===== src/rtl/spg_pkg.sv =====
// Types and constants of the sprite pixel generator.
package spg_pkg;

    localparam int ACTION_W = 2;
    localparam int INDEX_W  = 3;
    localparam int WORD_W   = 16;
    localparam int HPOS_W   = 9;
    localparam int PIXEL_W  = 2;
    localparam int SPAN_W   = $clog2(WORD_W);
    localparam int XPOS_W   = 8;
    localparam int ATTACH_BIT = 7;

    localparam logic [ACTION_W-1:0] ACT_CTRL  = 2'd0;
    localparam logic [ACTION_W-1:0] ACT_DATA  = 2'd1;
    localparam logic [ACTION_W-1:0] ACT_QUERY = 2'd2;

    typedef struct packed {
        logic              ctrl_we;
        logic              data_we;
        logic [WORD_W-1:0] word_a;
        logic [WORD_W-1:0] word_b;
    } spg_wr_t;

endpackage


===== src/rtl/spg_in_if.sv =====
// Request channel carrying register writes and pixel queries.
interface spg_in_if;
    import spg_pkg::*;

    logic                valid;
    logic                ready;
    logic [ACTION_W-1:0] action;
    logic [INDEX_W-1:0]  sprite_index;
    logic [WORD_W-1:0]   word_a;
    logic [WORD_W-1:0]   word_b;
    logic [HPOS_W-1:0]   hpos;

    modport source (
        output valid, action, sprite_index, word_a, word_b, hpos,
        input  ready
    );

    modport sink (
        input  valid, action, sprite_index, word_a, word_b, hpos,
        output ready
    );
endinterface


===== src/rtl/spg_out_if.sv =====
// Response channel carrying the pixel and attach flag of each item.
interface spg_out_if;
    import spg_pkg::*;

    logic               valid;
    logic               ready;
    logic [PIXEL_W-1:0] pixel;
    logic               attached;

    modport source (
        output valid, pixel, attached,
        input  ready
    );

    modport sink (
        input  valid, pixel, attached,
        output ready
    );
endinterface


===== src/rtl/sprite_pixel_generator_unit.sv =====
// Sprite pixel generator: SPRITE_COUNT two-plane, 16-pixel-wide sprite channels. Each request
// item is a control write, a data write or a pixel query, and each gives exactly one response
// item with the 2-bit pixel (zero on writes and outside the sprite) and the attach flag of the
// addressed odd channel. One item is accepted every clock while the response side keeps up; an
// item passes an input register and then a response register, which holds its response. Writes
// take effect for every item accepted after them.
module sprite_pixel_generator_unit #(
    parameter int SPRITE_COUNT = 8
) (
    input logic        clk,
    input logic        rst_n,
    spg_in_if.sink     req,
    spg_out_if.source  rsp
);
    import spg_pkg::*;

    logic                s1_valid_reg;
    logic                s1_valid_next;
    logic [ACTION_W-1:0] s1_action_reg;
    logic [INDEX_W-1:0]  s1_index_reg;
    logic [WORD_W-1:0]   s1_word_a_reg;
    logic [WORD_W-1:0]   s1_word_b_reg;
    logic [HPOS_W-1:0]   s1_hpos_reg;
    logic                s1_advance;
    logic                take;

    logic                out_valid_reg;
    logic                out_valid_next;
    logic [PIXEL_W-1:0]  out_pixel_reg;
    logic [PIXEL_W-1:0]  out_pixel_next;
    logic                out_attached_reg;
    logic                out_attached_next;

    logic [SPRITE_COUNT-1:0] hit;
    logic [PIXEL_W-1:0]      ch_pixel [SPRITE_COUNT];
    logic [SPRITE_COUNT-1:0] ch_attached;
    logic [PIXEL_W-1:0]      pixel_sel;

    assign s1_advance    = s1_valid_reg && (!out_valid_reg || rsp.ready);
    assign req.ready     = !s1_valid_reg || !out_valid_reg || rsp.ready;
    assign take          = req.valid && req.ready;
    assign s1_valid_next = take || (s1_valid_reg && !s1_advance);

    always_ff @(posedge clk or negedge rst_n)
    begin
        if (!rst_n)
        begin
            s1_valid_reg <= 1'b0;
        end
        else
        begin
            s1_valid_reg <= s1_valid_next;
        end
    end

    always_ff @(posedge clk)
    begin
        if (take)
        begin
            s1_action_reg <= req.action;
            s1_index_reg  <= req.sprite_index;
            s1_word_a_reg <= req.word_a;
            s1_word_b_reg <= req.word_b;
            s1_hpos_reg   <= req.hpos;
        end
    end

    // Channel state is written as the item leaves the input register.
    genvar i;
    generate
        for (i = 0; i < SPRITE_COUNT; i++)
        begin : g_ch
            spg_wr_t wr;

            assign hit[i]     = (int'(s1_index_reg) == i);
            assign wr.ctrl_we = s1_advance && hit[i] && (s1_action_reg == ACT_CTRL);
            assign wr.data_we = s1_advance && hit[i] && (s1_action_reg == ACT_DATA);
            assign wr.word_a  = s1_word_a_reg;
            assign wr.word_b  = s1_word_b_reg;

            spg_channel #(
                .HAS_ATTACH (bit'(i % 2))
            ) u_channel (
                .clk      (clk),
                .rst_n    (rst_n),
                .wr       (wr),
                .hpos     (s1_hpos_reg),
                .pixel    (ch_pixel[i]),
                .attached (ch_attached[i])
            );
        end
    endgenerate

    always_comb
    begin
        pixel_sel = '0;
        for (int k = 0; k < SPRITE_COUNT; k++)
        begin
            pixel_sel = pixel_sel | (ch_pixel[k] & {PIXEL_W{hit[k]}});
        end
    end

    assign out_pixel_next    = (s1_action_reg == ACT_QUERY) ? pixel_sel : '0;
    assign out_attached_next = |(ch_attached & hit);
    assign out_valid_next    = s1_advance || (out_valid_reg && !rsp.ready);

    always_ff @(posedge clk or negedge rst_n)
    begin
        if (!rst_n)
        begin
            out_valid_reg <= 1'b0;
        end
        else
        begin
            out_valid_reg <= out_valid_next;
        end
    end

    always_ff @(posedge clk)
    begin
        if (s1_advance)
        begin
            out_pixel_reg    <= out_pixel_next;
            out_attached_reg <= out_attached_next;
        end
    end

    assign rsp.valid    = out_valid_reg;
    assign rsp.pixel    = out_pixel_reg;
    assign rsp.attached = out_attached_reg;

endmodule


===== src/rtl/spg_channel.sv =====
// One sprite channel: its registers and its horizontal window match.
module spg_channel #(
    parameter bit HAS_ATTACH = 1'b0
) (
    input  logic                          clk,
    input  logic                          rst_n,
    input  spg_pkg::spg_wr_t              wr,
    input  logic [spg_pkg::HPOS_W-1:0]    hpos,
    output logic [spg_pkg::PIXEL_W-1:0]   pixel,
    output logic                          attached
);
    import spg_pkg::*;

    logic [HPOS_W-1:0] hstart_reg;
    logic [HPOS_W-1:0] hstart_next;
    logic              armed_reg;
    logic              armed_next;
    logic [WORD_W-1:0] plane_a_reg;
    logic [WORD_W-1:0] plane_a_next;
    logic [WORD_W-1:0] plane_b_reg;
    logic [WORD_W-1:0] plane_b_next;
    logic [HPOS_W:0]   offset;
    logic [SPAN_W-1:0] bit_sel;
    logic              in_window;

    // The start position is the position low byte followed by control bit 0.
    assign hstart_next  = wr.ctrl_we ? {wr.word_a[XPOS_W-1:0], wr.word_b[0]} : hstart_reg;
    assign armed_next   = armed_reg | wr.ctrl_we;
    assign plane_a_next = wr.data_we ? wr.word_a : plane_a_reg;
    assign plane_b_next = wr.data_we ? wr.word_b : plane_b_reg;

    always_ff @(posedge clk or negedge rst_n)
    begin
        if (!rst_n)
        begin
            hstart_reg  <= '0;
            armed_reg   <= 1'b0;
            plane_a_reg <= '0;
            plane_b_reg <= '0;
        end
        else
        begin
            hstart_reg  <= hstart_next;
            armed_reg   <= armed_next;
            plane_a_reg <= plane_a_next;
            plane_b_reg <= plane_b_next;
        end
    end

    // The window is compared at full width, so it never wraps past the line end.
    assign offset    = {1'b0, hpos} - {1'b0, hstart_reg};
    assign in_window = armed_reg && !offset[HPOS_W] && (offset[HPOS_W-1:SPAN_W] == '0);
    assign bit_sel   = ~offset[SPAN_W-1:0];
    assign pixel     = in_window ? {plane_b_reg[bit_sel], plane_a_reg[bit_sel]} : '0;

    generate
        if (HAS_ATTACH)
        begin : g_attach
            logic attach_reg;
            logic attach_next;

            assign attach_next = wr.ctrl_we ? wr.word_b[ATTACH_BIT] : attach_reg;

            always_ff @(posedge clk or negedge rst_n)
            begin
                if (!rst_n)
                begin
                    attach_reg <= 1'b0;
                end
                else
                begin
                    attach_reg <= attach_next;
                end
            end

            // The reported flag already includes this item's own update.
            assign attached = attach_next;
        end
        else
        begin : g_no_attach
            assign attached = 1'b0;
        end
    endgenerate

endmodule


===== src/flat_wrapper.sv =====
// flat-port wrapper written by rule: the top's interface ports become plain ports
module sprite_pixel_generator_unit_flat import spg_pkg::*;
#(
    parameter int SPRITE_COUNT = 8
)
  (clk, rst_n, req_valid, req_action, req_sprite_index, req_word_a, req_word_b, req_hpos, req_ready, rsp_valid, rsp_pixel, rsp_attached, rsp_ready);
  spg_in_if req_i ();
  spg_out_if rsp_i ();
  input logic clk;
  input logic rst_n;
  input wire logic [$bits(req_i.valid)-1:0] req_valid;
  input wire logic [$bits(req_i.action)-1:0] req_action;
  input wire logic [$bits(req_i.sprite_index)-1:0] req_sprite_index;
  input wire logic [$bits(req_i.word_a)-1:0] req_word_a;
  input wire logic [$bits(req_i.word_b)-1:0] req_word_b;
  input wire logic [$bits(req_i.hpos)-1:0] req_hpos;
  output wire logic [$bits(req_i.ready)-1:0] req_ready;
  output wire logic [$bits(rsp_i.valid)-1:0] rsp_valid;
  output wire logic [$bits(rsp_i.pixel)-1:0] rsp_pixel;
  output wire logic [$bits(rsp_i.attached)-1:0] rsp_attached;
  input wire logic [$bits(rsp_i.ready)-1:0] rsp_ready;
  assign req_i.valid = req_valid;
  assign req_i.action = req_action;
  assign req_i.sprite_index = req_sprite_index;
  assign req_i.word_a = req_word_a;
  assign req_i.word_b = req_word_b;
  assign req_i.hpos = req_hpos;
  assign req_ready = req_i.ready;
  assign rsp_valid = rsp_i.valid;
  assign rsp_pixel = rsp_i.pixel;
  assign rsp_attached = rsp_i.attached;
  assign rsp_i.ready = rsp_ready;
  sprite_pixel_generator_unit #(.SPRITE_COUNT(SPRITE_COUNT)) u_core (.clk(clk), .rst_n(rst_n), .req(req_i), .rsp(rsp_i));
endmodule

===== config.mk =====
export PLATFORM = sky130hd
export DESIGN_NAME = sprite_pixel_generator_unit_flat
export DESIGN_NICKNAME = d
export VERILOG_FILES = /design/src/rtl/spg_pkg.sv /design/src/rtl/spg_in_if.sv /design/src/rtl/spg_out_if.sv /design/src/rtl/sprite_pixel_generator_unit.sv /design/src/rtl/spg_channel.sv /design/src/flat_wrapper.sv
export SDC_FILE = /design/constraint.sdc
export NUM_CORES = 1
export LEC_CHECK = 0
export BUFFER_PORTS_ARGS = -buffer_cell sky130_fd_sc_hd__buf_4
export CELL_PAD_IN_SITES_DETAIL_PLACEMENT = 1
export CELL_PAD_IN_SITES_GLOBAL_PLACEMENT = 2
export CORE_ASPECT_RATIO = 1.25
export CORE_UTILIZATION = 49
export CTS_CLUSTER_SIZE = 20
export DETAILED_ROUTE_END_ITERATION = 16
export PLACE_DENSITY_LB_ADDON = 0.08
export SYNTH_ARGS = -nofsm -noshare
export SYNTH_HDL_FRONTEND = slang
export SYNTH_SLANG_ARGS = --single-unit

===== constraint.sdc =====
create_clock -name clk -period 5.6 [get_ports clk]
set_input_delay 1.12 -clock clk [delete_from_list [all_inputs] [get_ports clk]]
set_output_delay 1.12 -clock clk [all_outputs]
set_load 0.05 [all_outputs]

== After elaboration in Yosys (flattened, before gate mapping) ==
Cells that the tools add are included.
Widths: inputs -> output; s select.
Storage, ports and cells
  register bits: 391
  output and inout port bits: 5
  logic and storage cells: 218
Operators by class
  add/sub/neg operators: 8
  magnitude comparators: 8
  equality and inequality tests: 9
  mux-type cells: 44
  bitwise gates (word level): 32
  reductions and logical operators: 72
Operator list (count)
  $sub 9x9->10: 8
  $bmux 1 s4: 16
  $logic_and 1x1->1: 44
  $logic_not 5->1: 8
  $lt 4x5->1 const B: 8
  $not 4->4: 8
  $mux 1: 20
  $and 2x2->2: 8
  $mux 2: 8
  $or 2x2->2: 7
  $eq 3x3->1 const B: 4
  $logic_not 1->1: 12
  $and 8x8->8: 1
  $or 1x1->1: 8
  $reduce_or 8->1: 1
  $eq 3x2->1 const B: 2
  $logic_or 1x1->1: 5
  $eq 3x1->1 const B: 1
  $logic_not 3->1: 1
  $eq 2x1->1 const B: 1
  $eq 2x2->1 const B: 1
  $logic_not 2->1: 1

== Logic depth before layout (Yosys ltp) ==
  word-level depth: 13
  depth in mapped cells: 13
  gate-level depth less buffers: 13

== Modules after synthesis ==
From an unflattened synthesis, not the netlist that was laid out.
Unflattened totals
  cells, all modules: 1588
  area total of the unflattened synthesis: 20206.9 µm²
Modules (own cells, without submodules)
  spg_channel (u_core.g_ch[1].u_channel ...): times used 2, cells each 187, area an instance 2313.5 µm²
  spg_channel (u_core.g_ch[0].u_channel ...): times used 2, cells each 187, area an instance 2288.4 µm²
  spg_channel (u_core.g_ch[5].u_channel ...): times used 2, cells each 182, area an instance 2272.2 µm²
  spg_channel (u_core.g_ch[4].u_channel ...): times used 2, cells each 182, area an instance 2247.2 µm²
  sprite_pixel_generator_unit: times used 1, cells each 112, area an instance 1964.4 µm²

== Worst setup path after synthesis ==
No wires, ideal clock.
  path type: in2reg
  from: in rsp_ready
  to: reg u_core.s1_action_reg[0], enable pin
  library setup time: 0.408 ns
  data arrival time: 2.764 ns
  data required time: 5.192 ns
  slack: 2.428 ns
  cell stages on the path: 2
  path buffers: 0
  cell sequence: nand3b_1 > and2_1
On the way
  longest elaborated chain between the ends: 2
RTL lines
  start: declaration: RTL line flat_wrapper.sv:21  | input wire logic [$bits(rsp_i.ready)-1:0] rsp_ready;
  $logic_or 1x1->1: RTL line sprite_pixel_generator_unit.sv:40  | assign req.ready = !s1_valid_reg || !out_valid_reg || rsp.ready;
  $logic_and 1x1->1: RTL line sprite_pixel_generator_unit.sv:41  | assign take = req.valid && req.ready;
  via u_core.take: RTL line sprite_pixel_generator_unit.sv:25  | logic take;
  end signal: assignment: RTL line sprite_pixel_generator_unit.sv:60  | s1_action_reg <= req.action;
  end: declaration: RTL line sprite_pixel_generator_unit.sv:19  | logic [ACTION_W-1:0] s1_action_reg;
The timed path passes the listed nets, and every way through them passes these cells.
A chain may end at the register's enable or synchronous reset.

== Worst setup path after layout ==
  from: reg u_core.s1_hpos_reg[1]
  to: reg u_core.out_pixel_reg[1], in the netlist u_core.rsp.pixel[1], data pin
On the way
  longest elaborated chain between the ends: 13
  elaborated cells on any way between the ends: 87
  classes of those cells: add/sub (8); mux (24); bitwise (23); reduce/logical (32)
RTL lines
  start: declaration: RTL line sprite_pixel_generator_unit.sv:23  | logic [HPOS_W-1:0] s1_hpos_reg;
  start signal: assignment: RTL line sprite_pixel_generator_unit.sv:64  | s1_hpos_reg <= req.hpos;
  $sub 9x9->10: RTL line spg_channel.sv:51  | assign offset = {1'b0, hpos} - {1'b0, hstart_reg};
  $not 4->4 / $logic_not 1->1 (equally long branches): RTL line spg_channel.sv:53, spg_channel.sv:52
  $bmux 1 s4 / $logic_and 1x1->1 (equally long branches): RTL line spg_channel.sv:54, spg_channel.sv:52
  $mux 1 (not written as such) / $logic_and 1x1->1 (equally long branches): RTL line spg_channel.sv:54, spg_channel.sv:52
  $mux 2: RTL line spg_channel.sv:54  | assign pixel = in_window ? {plane_b_reg[bit_sel], plane_a_reg[bit_sel]} : '0;
  $and 2x2->2: RTL line sprite_pixel_generator_unit.sv:99  | pixel_sel = pixel_sel | (ch_pixel[k] & {PIXEL_W{hit[k]}});
  $or 2x2->2 (6 in series): RTL line sprite_pixel_generator_unit.sv:99
  $or 2x2->2 (*): RTL line sprite_pixel_generator_unit.sv:99
  end signal: assignment: RTL line sprite_pixel_generator_unit.sv:123  | out_pixel_reg <= out_pixel_next;
  end: declaration: RTL line sprite_pixel_generator_unit.sv:29  | logic [PIXEL_W-1:0] out_pixel_reg;
Mark *: on every way between the ends. The rest lies on a longest branch, timed or not. The select of a mux whose other input is x is not followed.

==> out/qor.txt <==
EDFF count, synth = 49
Post-layout min period = 3.68 ns
Overall die height = 224 um
Leakage Power = 9.78 nW
Leading cell type in the layout, fill and taps excluded = sky130_fd_sc_hd__dfrtp_1
Yosys warning count = 0
Violated checks = design-rule violations
Clock tree from TritonCTS = done
Worst setup timing slack at the placement stage = 1.93 ns
Via count of the first global-routing pass = 12939
Number of top-level pins = 55
Count of vias placed by the detailed router = 11908
Total global routing track utilization = 27.2%
Clock tree skew after final layout = 0.0195 ns
Clock latency at the later pin of the worst-skew pair = 0.57 ns
Die area = 40400 um^2
Cell area after placement = 20400 um^2
Mapped cell area = 19400 um^2
Final number of setup-violating endpoints = 0
Max-slew violation total from the final report = 0
Number of hold-repair buffers added at the cts stage = 0
Outcome = finished, violations left
Simple-Gate Fraction of Synth Area = 5.14%
Most used cells in the layout excluding fill and tap cells = 342 x sky130_fd_sc_hd__dfrtp_1, 315 x sky130_fd_sc_hd__mux2_2, 78 x sky130_fd_sc_hd__inv_1
Total power density per cell area = 429 nW/um^2
Clock tree root buffer cell = sky130_fd_sc_hd__clkbuf_16
First-pass DRT Iterations = 10
Yosys cell types = 67
Achievable frequency = 272 MHz
Mapped Cells = 1409
HPWL Detailed = 35100 um
Worst Path Max Fanout = 12
CP Class = reg2reg
Clock buffer depth = 3
Final global-route overflow total = 0
DRC violation total after the first TritonRoute iteration = 581
Hold/Removal Path Class = reg2reg
Hold violation total from the final report = 0
Largest net degree at the start of global routing = 102
Clock slew at the register clock pins of the worst setup and hold paths = 0.06 ns
Cell types with the largest area share after synthesis = sky130_fd_sc_hd__dfrtp_1 44%, sky130_fd_sc_hd__mux2_2 18%, sky130_fd_sc_hd__mux4_2 8.4%
Layout area overhead = 12.5%
Relative slew slack = 20.2%
Post-synthesis cell type with the largest combined area = sky130_fd_sc_hd__dfrtp_1
Row count = 81
Fin nets = 1596
Final weighted congestion in routability-driven placement = 0.824
Fraction of layout instances using a drive strength above 1 = 36.6%
Initial antenna violation count = 0
Slew at the pin closest to its max-slew limit = 1.20 ns
Final standard cell area without fillers = 21800 um^2
Number of nets in the synthesized netlist = 1541
Crit path setup slack, layout = 1.92 ns
Max cap viols = 0
Post-DR wirelength/cell = 26.1 um
Element type at the critical path end = flop
Wire length of the first global-routing pass = 81600 um
Total wirelength of the detailed-routed design = 52200 um
VDD IR max = 297 uV
Fin crit share = 65.7%
Number of clock buffers inserted by TritonCTS = 42
Count of clock tree sinks = 391
Quantity of gates resized following cts = 0
Flip-flop and latch count after synthesis = 391
Average vias per placed instance = 5.97
Synthesized-area fraction occupied by adder cells = 5.60%
RSZ-0062 raised after global routing = false
Remaining antenna violation count = 0
Async SR Flop Fraction = 87.5%
Final sum of negative setup slack = 0 ns
Most used DFF post-synth = sky130_fd_sc_hd__dfrtp_1
Startpoint kind of the worst setup timing path = flop
Port buffer count = 54
Sequential fraction of the synthesis area = 51.7%
Parity-gate share of the synthesized area counting xor and xnor cells = 1.72%
Synthesized-area fraction occupied by ao, oa, aoi and oai cells = 5.65%
Syn avg cell area = 13.8 um^2
Antenna Diode Count = 0
Core Footprint = 39100 um^2
Fraction of synthesized area in multiplexers = 27.4%
Initial core utilization = 49.6%
Number of setup buffers added after CTS = 0
Arrival time worst endpoint = 4.08 ns
Largest family of logic cells by synthesized area = multiplexers
Die X = 180 um
Area share of the leading cell type in the synthesized netlist = 44.1%
Level count of the clock H-tree = 2
Crit path required time = 6.00 ns
DRC violations left = 4
==> worst max-delay path, cell delays in order, from the launching register on <==
cell	delay (ns)
sky130_fd_sc_hd__edfxtp_1	0.76
sky130_fd_sc_hd__inv_1	0.38
sky130_fd_sc_hd__fa_1	0.54
sky130_fd_sc_hd__nand2b_1	0.20
sky130_fd_sc_hd__a21oi_1	0.26
sky130_fd_sc_hd__o311a_1	0.23
sky130_fd_sc_hd__o21a_1	0.12
sky130_fd_sc_hd__nor2_1	0.05
sky130_fd_sc_hd__xnor2_1	0.12
sky130_fd_sc_hd__a211oi_1	0.45
sky130_fd_sc_hd__a32oi_1	0.17
sky130_fd_sc_hd__a31oi_1	0.22
==> power by group <==
part           total, W  switching, W  internal, W
clock network   0.00293       0.00116      0.00176
registers       0.00383      0.000386      0.00344
logic           0.00261       0.00127      0.00134
==> cell families after synthesis <==
| logic type | after synthesis |
|---|---|
| xor+xnor | 38 |
| simple gates | 198 |
| compound gates | 160 |
| mux | 401 |
| flops | 391 |
| buf+inv | 139 |
| fa+ha+maj | 82 |
==> layer usage <==
layer	track usage (%)	share of wire [%]	wire length, um
met1	36.0	44	22800
met3	3.19	3.2	1690
met2	46.4	50	26100
met5	0	0	0
met4	9.40	3.1	1610
==> worst paths after layout <==
| kind | to | slack [ns] | cells after the start | from |
|---|---|---|---|---|
| setup / recovery | u_core.rsp.pixel[1]$_SDFFCE_PP0P_ | 1.92 | 11 | u_core.s1_hpos_reg[1]$_DFFE_PP_ |
| hold / removal | u_core.g_ch[0].u_channel.armed_reg$_DFF_PN0_ | 0.47 | 1 | u_core.g_ch[0].u_channel.armed_reg$_DFF_PN0_ |
| setup reg to reg | u_core.rsp.pixel[1]$_SDFFCE_PP0P_ | 1.92 | 11 | u_core.s1_hpos_reg[1]$_DFFE_PP_ |
| hold reg to reg | u_core.g_ch[0].u_channel.armed_reg$_DFF_PN0_ | 0.47 | 1 | u_core.g_ch[0].u_channel.armed_reg$_DFF_PN0_ |
| max in group asynchronous | u_core.g_ch[7].u_channel.plane_b_reg[7]$_DFFE_PN0P_ | 3.71 | 2 | rst_n |
| min in group asynchronous | u_core.g_ch[5].u_channel.hstart_reg[4]$_DFFE_PN0P_ | 0.57 | 1 | rst_n |
==> layout make-up <==
class / instances / area [um^2]
Multi-Input combinational cell: 879 / 8840
Timing Repair Buffer: 71 / 566
Fill cell: 3752 / 17300
Sequential cell: 391 / 10000
Clock buffer: 67 / 1330
Inverter: 79 / 297
Clock inverter: 10 / 130
Tap cell: 498 / 623
==> synthesized netlist by cell type, types with 3 or more instances <==
cell type / instances
sky130_fd_sc_hd__a211oi_1: 6
sky130_fd_sc_hd__a21o_1: 6
sky130_fd_sc_hd__a21oi_1: 24
sky130_fd_sc_hd__a31oi_1: 5
sky130_fd_sc_hd__and2_1: 5
sky130_fd_sc_hd__and3_1: 5
sky130_fd_sc_hd__buf_1: 11
sky130_fd_sc_hd__buf_2: 17
sky130_fd_sc_hd__clkbuf_1: 32
sky130_fd_sc_hd__dfrtp_1: 342
sky130_fd_sc_hd__edfxtp_1: 49
sky130_fd_sc_hd__fa_1: 8
sky130_fd_sc_hd__ha_1: 74
sky130_fd_sc_hd__inv_1: 78
sky130_fd_sc_hd__mux2_2: 315
sky130_fd_sc_hd__mux2i_1: 14
sky130_fd_sc_hd__mux4_2: 72
sky130_fd_sc_hd__nand2_1: 51
sky130_fd_sc_hd__nand2b_1: 20
sky130_fd_sc_hd__nand3_1: 10
sky130_fd_sc_hd__nand3b_1: 3
sky130_fd_sc_hd__nand4_1: 10
sky130_fd_sc_hd__nor2_1: 47
sky130_fd_sc_hd__nor2b_1: 16
sky130_fd_sc_hd__nor3_1: 12
sky130_fd_sc_hd__nor4_1: 4
sky130_fd_sc_hd__o2111ai_1: 10
sky130_fd_sc_hd__o211ai_1: 5
sky130_fd_sc_hd__o21a_1: 18
sky130_fd_sc_hd__o21ai_0: 47
sky130_fd_sc_hd__o31a_1: 5
sky130_fd_sc_hd__or2_2: 5
sky130_fd_sc_hd__xnor2_1: 22
sky130_fd_sc_hd__xor2_1: 16
==> stage by stage <==
stage          hold slack (ns)  instances  total power (W)  util, %
3_3_place_gp             0.453       1918          0.00637     52.0
4_1_cts                  0.473       1995          0.00946     55.8
6_report                 0.470       1995          0.00937     55.8
5_1_grt                  0.493       1995          0.00985     55.8
2_1_floorplan            0.434       1409          0.00565        -
3_5_place_dp             0.456       1918          0.00648     52.0
No activity file was read; power rests on OpenSTA's default activity.
